--- src/rtl/u2u8_pkg.sv ---
package u2u8_pkg;

    // Upper six bits that tag a surrogate code unit
    localparam logic [5:0] HIGH_TAG = 6'h36;
    localparam logic [5:0] LOW_TAG  = 6'h37;

    // Base of the high surrogate range, used to rebuild a held unit
    localparam logic [15:0] SURR_HIGH_BASE = 16'hD800;

    // Offset of the supplementary planes
    localparam logic [20:0] SUPP_BASE = 21'h10000;

    // UTF-8 byte prefixes
    localparam logic [2:0] LEAD2_TAG = 3'b110;
    localparam logic [3:0] LEAD3_TAG = 4'b1110;
    localparam logic [4:0] LEAD4_TAG = 5'b11110;
    localparam logic [1:0] CONT_TAG  = 2'b10;

    // Flushed high surrogates always take three bytes
    localparam logic [1:0] FLUSH_LAST_IDX = 2'd2;

    // What the main part of a job emits
    typedef enum logic [1:0] {
        MAIN_NONE = 2'd0,
        MAIN_MARK = 2'd1,
        MAIN_ENC  = 2'd2
    } main_kind_t;

    // One queued job: an optional flush of a held high surrogate, then the main part
    typedef struct packed {
        logic        flush_en;
        logic [9:0]  flush_bits;
        main_kind_t  main_kind;
        logic [20:0] cp;
    } job_t;

    // Index of the last byte of the UTF-8 sequence for a code point
    function automatic logic [1:0] utf8_last_idx(input logic [20:0] cp);
        logic [1:0] r;
        if (cp[20:16] != 5'd0)
            r = 2'd3;
        else if (cp[15:11] != 5'd0)
            r = 2'd2;
        else if (cp[10:7] != 4'd0)
            r = 2'd1;
        else
            r = 2'd0;
        return r;
    endfunction

    // Byte number idx of the UTF-8 sequence for a code point
    function automatic logic [7:0] utf8_byte(input logic [20:0] cp, input logic [1:0] idx);
        logic [1:0] last;
        logic [1:0] pos;
        logic [7:0] b;
        last = utf8_last_idx(cp);
        pos  = last - idx;
        if (last == 2'd0)
        begin
            b = {1'b0, cp[6:0]};
        end
        else if (idx == 2'd0)
        begin
            case (last)
                2'd1:    b = {LEAD2_TAG, cp[10:6]};
                2'd2:    b = {LEAD3_TAG, cp[15:12]};
                default: b = {LEAD4_TAG, cp[20:18]};
            endcase
        end
        else
        begin
            case (pos)
                2'd0:    b = {CONT_TAG, cp[5:0]};
                2'd1:    b = {CONT_TAG, cp[11:6]};
                default: b = {CONT_TAG, cp[17:12]};
            endcase
        end
        return b;
    endfunction

endpackage

--- src/rtl/u2u8_front.sv ---
module u2u8_front (
    input  logic              clk,
    input  logic              rst_n,
    input  logic              in_valid,
    output logic              in_ready,
    input  logic [15:0]       code_unit,
    input  logic              buffer_end,
    output logic              job_push,
    output u2u8_pkg::job_t    job,
    input  logic              job_room
);

    logic       high_pending_reg;
    logic       high_pending_next;
    logic [9:0] high_bits_reg;
    logic [9:0] high_bits_next;
    logic       accept;
    logic       is_high;
    logic       is_low;
    logic       is_zero;

    assign in_ready = job_room;
    assign accept   = in_valid && job_room;

    // Classify the incoming unit
    assign is_high = (code_unit[15:10] == u2u8_pkg::HIGH_TAG);
    assign is_low  = (code_unit[15:10] == u2u8_pkg::LOW_TAG);
    assign is_zero = (code_unit == 16'd0);

    // Build the job and the next surrogate state
    always_comb
    begin
        high_pending_next = high_pending_reg;
        high_bits_next    = high_bits_reg;
        job.flush_en      = 1'b0;
        job.flush_bits    = high_bits_reg;
        job.main_kind     = u2u8_pkg::MAIN_NONE;
        job.cp            = {5'd0, code_unit};
        if (accept)
        begin
            if (high_pending_reg && is_low)
            begin
                job.main_kind     = u2u8_pkg::MAIN_ENC;
                job.cp            = u2u8_pkg::SUPP_BASE
                                    + {1'b0, high_bits_reg, code_unit[9:0]};
                high_pending_next = 1'b0;
            end
            else
            begin
                job.flush_en      = high_pending_reg;
                high_pending_next = 1'b0;
                if (is_zero)
                begin
                    job.main_kind = u2u8_pkg::MAIN_MARK;
                end
                else if (is_high && !buffer_end)
                begin
                    high_pending_next = 1'b1;
                    high_bits_next    = code_unit[9:0];
                end
                else
                begin
                    job.main_kind = u2u8_pkg::MAIN_ENC;
                end
            end
        end
    end

    // Queue a job only when the beat yields output beats
    assign job_push = accept && (job.flush_en || (job.main_kind != u2u8_pkg::MAIN_NONE));

    always_ff @(posedge clk or negedge rst_n)
    begin
        if (!rst_n)
        begin
            high_pending_reg <= 1'b0;
            high_bits_reg    <= 10'd0;
        end
        else
        begin
            high_pending_reg <= high_pending_next;
            high_bits_reg    <= high_bits_next;
        end
    end

endmodule

--- src/rtl/u2u8_fifo.sv ---
module u2u8_fifo #(
    parameter int WIDTH = 34,
    parameter int DEPTH = 4
) (
    input  logic             clk,
    input  logic             rst_n,
    input  logic             push,
    input  logic [WIDTH-1:0] push_data,
    output logic             room,
    input  logic             pop,
    output logic             avail,
    output logic [WIDTH-1:0] head
);

    localparam int PW = (DEPTH > 1) ? $clog2(DEPTH) : 1;
    localparam int CW = $clog2(DEPTH + 1);
    localparam logic [PW-1:0] LAST_PTR = PW'(DEPTH - 1);
    localparam logic [CW-1:0] FULL_CNT = CW'(DEPTH);

    logic [WIDTH-1:0] mem [DEPTH];
    logic [PW-1:0]    wr_ptr_reg;
    logic [PW-1:0]    rd_ptr_reg;
    logic [CW-1:0]    count_reg;
    logic             do_push;
    logic             do_pop;

    assign room    = (count_reg != FULL_CNT);
    assign avail   = (count_reg != '0);
    assign head    = mem[rd_ptr_reg];
    assign do_push = push && room;
    assign do_pop  = pop && avail;

    // Store the pushed entry
    always_ff @(posedge clk)
    begin
        if (do_push)
            mem[wr_ptr_reg] <= push_data;
    end

    // Advance pointers and occupancy
    always_ff @(posedge clk or negedge rst_n)
    begin
        if (!rst_n)
        begin
            wr_ptr_reg <= '0;
            rd_ptr_reg <= '0;
            count_reg  <= '0;
        end
        else
        begin
            if (do_push)
                wr_ptr_reg <= (wr_ptr_reg == LAST_PTR) ? '0 : wr_ptr_reg + 1'b1;
            if (do_pop)
                rd_ptr_reg <= (rd_ptr_reg == LAST_PTR) ? '0 : rd_ptr_reg + 1'b1;
            if (do_push && !do_pop)
                count_reg <= count_reg + 1'b1;
            else if (do_pop && !do_push)
                count_reg <= count_reg - 1'b1;
        end
    end

endmodule

--- src/rtl/u2u8_back.sv ---
module u2u8_back (
    input  logic              clk,
    input  logic              rst_n,
    input  logic              job_avail,
    input  u2u8_pkg::job_t    job,
    output logic              job_pop,
    output logic              out_valid,
    input  logic              out_ready,
    output logic [7:0]        out_byte,
    output logic              byte_valid,
    output logic              string_end,
    output logic              last_of_run
);

    logic        in_main_reg;
    logic [1:0]  idx_reg;
    logic        out_valid_reg;
    logic [7:0]  out_byte_reg;
    logic        byte_valid_reg;
    logic        string_end_reg;
    logic        last_reg;

    logic        seg_main;
    logic [20:0] seg_cp;
    logic [1:0]  last_idx;
    logic        seg_done;
    logic        job_done;
    logic        load;
    logic [7:0]  byte_now;
    logic        bvalid_now;
    logic        send_now;

    // Pick the segment in progress: flush first, then the main part
    assign seg_main = in_main_reg || !job.flush_en;

    always_comb
    begin
        seg_cp     = u2u8_pkg::SUPP_BASE;
        last_idx   = u2u8_pkg::FLUSH_LAST_IDX;
        byte_now   = 8'd0;
        bvalid_now = 1'b1;
        send_now   = 1'b0;
        if (!seg_main)
        begin
            seg_cp   = {5'd0, u2u8_pkg::SURR_HIGH_BASE | {6'd0, job.flush_bits}};
            byte_now = u2u8_pkg::utf8_byte(seg_cp, idx_reg);
        end
        else
        begin
            seg_cp = job.cp;
            case (job.main_kind)
                u2u8_pkg::MAIN_MARK:
                begin
                    last_idx   = 2'd0;
                    bvalid_now = 1'b0;
                    send_now   = 1'b1;
                end
                u2u8_pkg::MAIN_ENC:
                begin
                    last_idx = u2u8_pkg::utf8_last_idx(seg_cp);
                    byte_now = u2u8_pkg::utf8_byte(seg_cp, idx_reg);
                end
                default:
                begin
                    last_idx = 2'd0;
                end
            endcase
        end
    end

    assign seg_done = (idx_reg == last_idx);
    assign job_done = seg_done && (seg_main || (job.main_kind == u2u8_pkg::MAIN_NONE));
    assign load     = job_avail && (!out_valid_reg || out_ready);
    assign job_pop  = load && job_done;

    // Step through the bytes of the head job
    always_ff @(posedge clk or negedge rst_n)
    begin
        if (!rst_n)
        begin
            in_main_reg   <= 1'b0;
            idx_reg       <= 2'd0;
            out_valid_reg <= 1'b0;
        end
        else
        begin
            if (load)
            begin
                out_valid_reg <= 1'b1;
                if (job_done)
                begin
                    in_main_reg <= 1'b0;
                    idx_reg     <= 2'd0;
                end
                else if (seg_done)
                begin
                    in_main_reg <= 1'b1;
                    idx_reg     <= 2'd0;
                end
                else
                begin
                    idx_reg <= idx_reg + 2'd1;
                end
            end
            else if (out_ready)
            begin
                out_valid_reg <= 1'b0;
            end
        end
    end

    // Hold the output beat until taken
    always_ff @(posedge clk)
    begin
        if (load)
        begin
            out_byte_reg   <= byte_now;
            byte_valid_reg <= bvalid_now;
            string_end_reg <= send_now;
            last_reg       <= job_done;
        end
    end

    assign out_valid   = out_valid_reg;
    assign out_byte    = out_byte_reg;
    assign byte_valid  = byte_valid_reg;
    assign string_end  = string_end_reg;
    assign last_of_run = last_reg;

endmodule

--- src/rtl/utf16_to_utf8_transcoder.sv ---
// UTF-16 to UTF-8 transcoder. Each input beat carries one code unit (tdata) and a
// buffer-end flag (tlast); each output beat carries one UTF-8 byte, with tuser
// marking a real byte or the end-of-string marker a zero unit produces, and tlast
// flagging the final beat caused by one input beat. The front stage takes one input
// beat per cycle while the job queue (QUEUE_DEPTH entries) has room; the back stage
// emits one output beat per cycle while m_axis_tready is high, and an input beat
// yields 1 to 3 bytes for a BMP unit, 4 for a surrogate pair, up to 6 when a
// held high surrogate is flushed ahead of a new unit, and none for a high surrogate
// that is held.
module utf16_to_utf8_transcoder #(
    parameter int QUEUE_DEPTH = 4
) (
    input  logic        clk,
    input  logic        rst_n,
    input  logic        s_axis_tvalid,
    output logic        s_axis_tready,
    input  logic [15:0] s_axis_tdata,   // [15:0] code_unit
    input  logic        s_axis_tlast,   // buffer_end
    output logic        m_axis_tvalid,
    input  logic        m_axis_tready,
    output logic [7:0]  m_axis_tdata,   // [7:0] out_byte
    output logic [1:0]  m_axis_tuser,   // [0] byte_valid, [1] string_end
    output logic        m_axis_tlast    // last_of_run
);

    localparam int JOB_W = $bits(u2u8_pkg::job_t);

    u2u8_pkg::job_t job_in;
    u2u8_pkg::job_t job_head;
    logic           job_push;
    logic           job_room;
    logic           job_pop;
    logic           job_avail;

    u2u8_front u_front (
        .clk        (clk),
        .rst_n      (rst_n),
        .in_valid   (s_axis_tvalid),
        .in_ready   (s_axis_tready),
        .code_unit  (s_axis_tdata),
        .buffer_end (s_axis_tlast),
        .job_push   (job_push),
        .job        (job_in),
        .job_room   (job_room)
    );

    u2u8_fifo #(
        .WIDTH (JOB_W),
        .DEPTH (QUEUE_DEPTH)
    ) u_queue (
        .clk       (clk),
        .rst_n     (rst_n),
        .push      (job_push),
        .push_data (job_in),
        .room      (job_room),
        .pop       (job_pop),
        .avail     (job_avail),
        .head      (job_head)
    );

    u2u8_back u_back (
        .clk         (clk),
        .rst_n       (rst_n),
        .job_avail   (job_avail),
        .job         (job_head),
        .job_pop     (job_pop),
        .out_valid   (m_axis_tvalid),
        .out_ready   (m_axis_tready),
        .out_byte    (m_axis_tdata),
        .byte_valid  (m_axis_tuser[0]),
        .string_end  (m_axis_tuser[1]),
        .last_of_run (m_axis_tlast)
    );

endmodule

--- config.mk ---
export PLATFORM = sky130hd
export DESIGN_NAME = utf16_to_utf8_transcoder
export DESIGN_NICKNAME = d
export VERILOG_FILES = /design/src/rtl/u2u8_pkg.sv /design/src/rtl/u2u8_front.sv /design/src/rtl/u2u8_fifo.sv /design/src/rtl/u2u8_back.sv /design/src/rtl/utf16_to_utf8_transcoder.sv
export SDC_FILE = /design/constraint.sdc
export NUM_CORES = 1
export LEC_CHECK = 0
export BUFFER_PORTS_ARGS = -buffer_cell sky130_fd_sc_hd__clkbuf_2
export CAP_MARGIN = 15
export CORE_MARGIN = 10
export CORE_UTILIZATION = 50
export DETAILED_ROUTE_END_ITERATION = 16
export PLACE_DENSITY = 0.73
export SLEW_MARGIN = 20
export SYNTH_ARGS = -nofsm -noshare
export SYNTH_HDL_FRONTEND = slang
export SYNTH_SLANG_ARGS = --single-unit
--- constraint.sdc ---
create_clock -name clk -period 5.2 [get_ports clk]
set_input_delay 0.26 -clock clk [delete_from_list [all_inputs] [get_ports clk]]
set_output_delay 0.26 -clock clk [all_outputs]
set_load 0.02 [all_outputs]
==> metrics <==
clock root cell clkbuf_16; top_reg_cell synth edfxtp_1; Worst Path Class, Setup flop to flop; P_int 0.00324 W; Rows 43; critical path endpoint u_back.out_byte[1]; layout cells sized above 1 25.6%; FILL cells 1037; largest net degree at the start of global routing 35; endpoints failing hold 0; Clock Tree Buf Depth 2; worst skew pair latency 0.42 ns; post-DR vias/cell 5.90; Final Non-Filler Cells 661; Tcrit/Tclk final 82.2%; I/O Buffers 33; worst-margin pin slew 1.01 ns; I/O pins 34; GR Overflow Total 0; Mapped Nets 461; Hold WC Path Type primary input to flop; Starting Density 51.4%; Core ar. 14000 µm²; Mapped Area 7220 µm²; worst-case reg-to-reg path depth 12; Max FO, Critical Path 24; number of max-cap violations 0; Critical Path RT 5.34 ns; routed via count 3897; Sw Share 32.4%; post-CTS setup buffer count 0; Tot GR Track Use 15.8%; number of flip-flops in the largest register 136; die height 140 µm; status complete, no violations; post-synthesis sequential area ratio 68.7%; Reg2Reg Setup Slack 0.93 ns; setup violators final 0; power share of the combinational group 32.7%; CTS tree built; reg2reg end u_back.out_byte[1]; DP Worst Slack 0.886 ns; Final Util 58.2%; vias in the first global route 4035; die area 19700 µm²; drt drc 0; post-route ant nets 0; dpl hpwl 10.5 mm; number of diodes 0; final wirelength 14.9 mm; Slew Limit Headroom 32.2%; crit path launch u_queue.rd_ptr_reg[0]; TritonRoute pass-1 iters 5; Mean Syn Cell Area 17.0 µm²; Post-Place Cells 628; RR Startpoint u_queue.rd_ptr_reg[0]; Psw 0.00155 W; Yosys cell types 50; wire per inst 22.5 µm; RSZ-0062 raised after global routing false; Yosys warnings 0; Nets 505; largest area contributor in the netlist edfxtp_1; Slew Limit Fails 0; setup TNS 0 ns; Seq pwr share 41.3%; first-pass GRT wire length 23.7 mm; share of the synthesized area in the top cell type 61.1%; max frequency 234 MHz; cells after synthesis 424; Post-synth EDFFs 147; # H-tree levels 4; Startpoint Class flop; hold slack 0.0876 ns; CP arrival 4.42 ns; synth top area cells edfxtp_1, mux4_2, dfrtp_1; CTS Buf Count 17; Power Density 587 nW/µm²; final setup skew 0.0118 ns; Yosys reg bits 169; antenna violations before repair 0; Placer Congestion 0.970; Clock Power Share 26.0%; CTS sink cnt 169; die width 140 µm; area delta synth->final 13.1%; Iter 0 DRT Violations 433; setup slack after layout 0.927 ns; Clock Pin Slew Worst Setup and Hold Paths 0.06 ns; asr flop ratio synth 13.0%; Worst VDD drop 0.364 mV; Crit. End Element flop; Leak 2.90 nW; Tmin final 4.27 ns
-- power groups by stage --
stage | clock, W | sequential [W] | combinational, W
after floorplan | 0 | 0.00198 | 0.00114
final | 0.00124 | 0.00198 | 0.00157
after global routing | 0.00132 | 0.00202 | 0.00171
after global placement | 0 | 0.00200 | 0.00156
after detailed placement | 0 | 0.00201 | 0.00156
after CTS | 0.00128 | 0.00199 | 0.00157
-- cells by family (layout without fill, tap and decap cells) --
logic type	after synthesis	in the layout	synth area share (%)
xor gates and xnor gates	9	9	1.30
and+or+nand+nor	87	87	6.03
adders and majority gates	16	16	2.88
AOI/OAI and AO/OA	56	56	5.20
DFF	169	169	68.7
muxes	55	55	13.8
buffers and inverters	32	89	2.06
-- cells in the final DEF, fill, tap and decap left out, drive strengths merged, types with 7 or more instances in the layout --
cell type and instances:
nand2 20, buf 7, a21oi 11, dfrtp 22, edfxtp 147, inv 17
a22oi 7, mux4 34, clkbuf 58, o21ai 16, mux2 17, ha 15
nor2 30
-- stage by stage --
| step | instance area, µm² | power (W) |
|---|---|---|
| 2_1_floorplan | 7220 | 0.00313 |
| 6_report | 8170 | 0.00479 |
| 3_5_place_dp | 7580 | 0.00358 |
| 4_1_cts | 8170 | 0.00483 |
| 5_1_grt | 8170 | 0.00505 |
| 3_3_place_gp | 7580 | 0.00356 |
-- synth_stat cells, types with 4 or more instances --
library cell  count
edfxtp_1        147
nand2_1          20
a21oi_1          11
xor2_1            4
and2_1            5
o21ai_0          15
buf_2             5
clkbuf_1          7
nor4_1            4
inv_1            16
nand3_1           4
mux2i_1           4
a22oi_1           7
ha_1             15
nor2_1           29
mux2_2           17
nor3_1            4
dfrtp_1          22
mux4_2           34
-- layer usage --
| metal | share of wire (%) | vias to the layer above | track usage (%) |
|---|---|---|---|
| met1 | 45 | 1984 | 20.5 |
| met4 | 1.8 | 0 | 6.58 |
| met5 | 0 | - | 0 |
| li1 | - | 1756 | - |
| met3 | 6.0 | 24 | 4.56 |
| met2 | 48 | 133 | 24.4 |
-- what timing repair did --
action | 4_1_cts | 5_1_grt
resized for setup | 0 | 0
hold endpoints to repair | 22 | 0
hold buffers | 1 | 0
-- final cells by class --
| cell class | count | area (µm²) | area share (%) |
|---|---|---|---|
| flip-flops and latches | 169 | 4970 | 60.8 |
| clock buffers | 25 | 465 | 5.70 |
| inverters | 16 | 60.1 | 0.735 |
| multi-input cells | 223 | 2110 | 25.8 |
| well taps | 180 | 225 | 2.76 |
| clock inverters | 7 | 116 | 1.42 |
| repair buffers | 41 | 228 | 2.79 |
-- worst max-delay path, stage by stage (launching register included) --
cell and delay (ns):
dfrtp_2 0.64, buf_4 0.50, mux4_2 0.62, nor2_1 0.17
nand3_1 0.13, nand2_1 0.15, inv_1 0.10, ha_1 0.21
xor2_1 0.41, xor2_2 0.48, nand2_1 0.15, o2111ai_1 0.24
o221ai_1 0.17
-- worst min-delay path by stage --
stage	from	to	slack, ns	cells after the start
global placement	rst_n	u_front.high_bits_reg[6]	0.31	1
CTS	s_axis_tdata[0]	u_queue.mem[1][0]	0.06	1
finish	s_axis_tdata[0]	u_queue.mem[1][0]	0.09	1
detailed placement	rst_n	u_front.high_bits_reg[9]	0.32	1
floorplan	rst_n	u_back.idx_reg[0]	-0.04	0
global route	s_axis_tdata[0]	u_queue.mem[1][0]	0.08	1
Note: power is estimated with default switching activity, not from simulation.
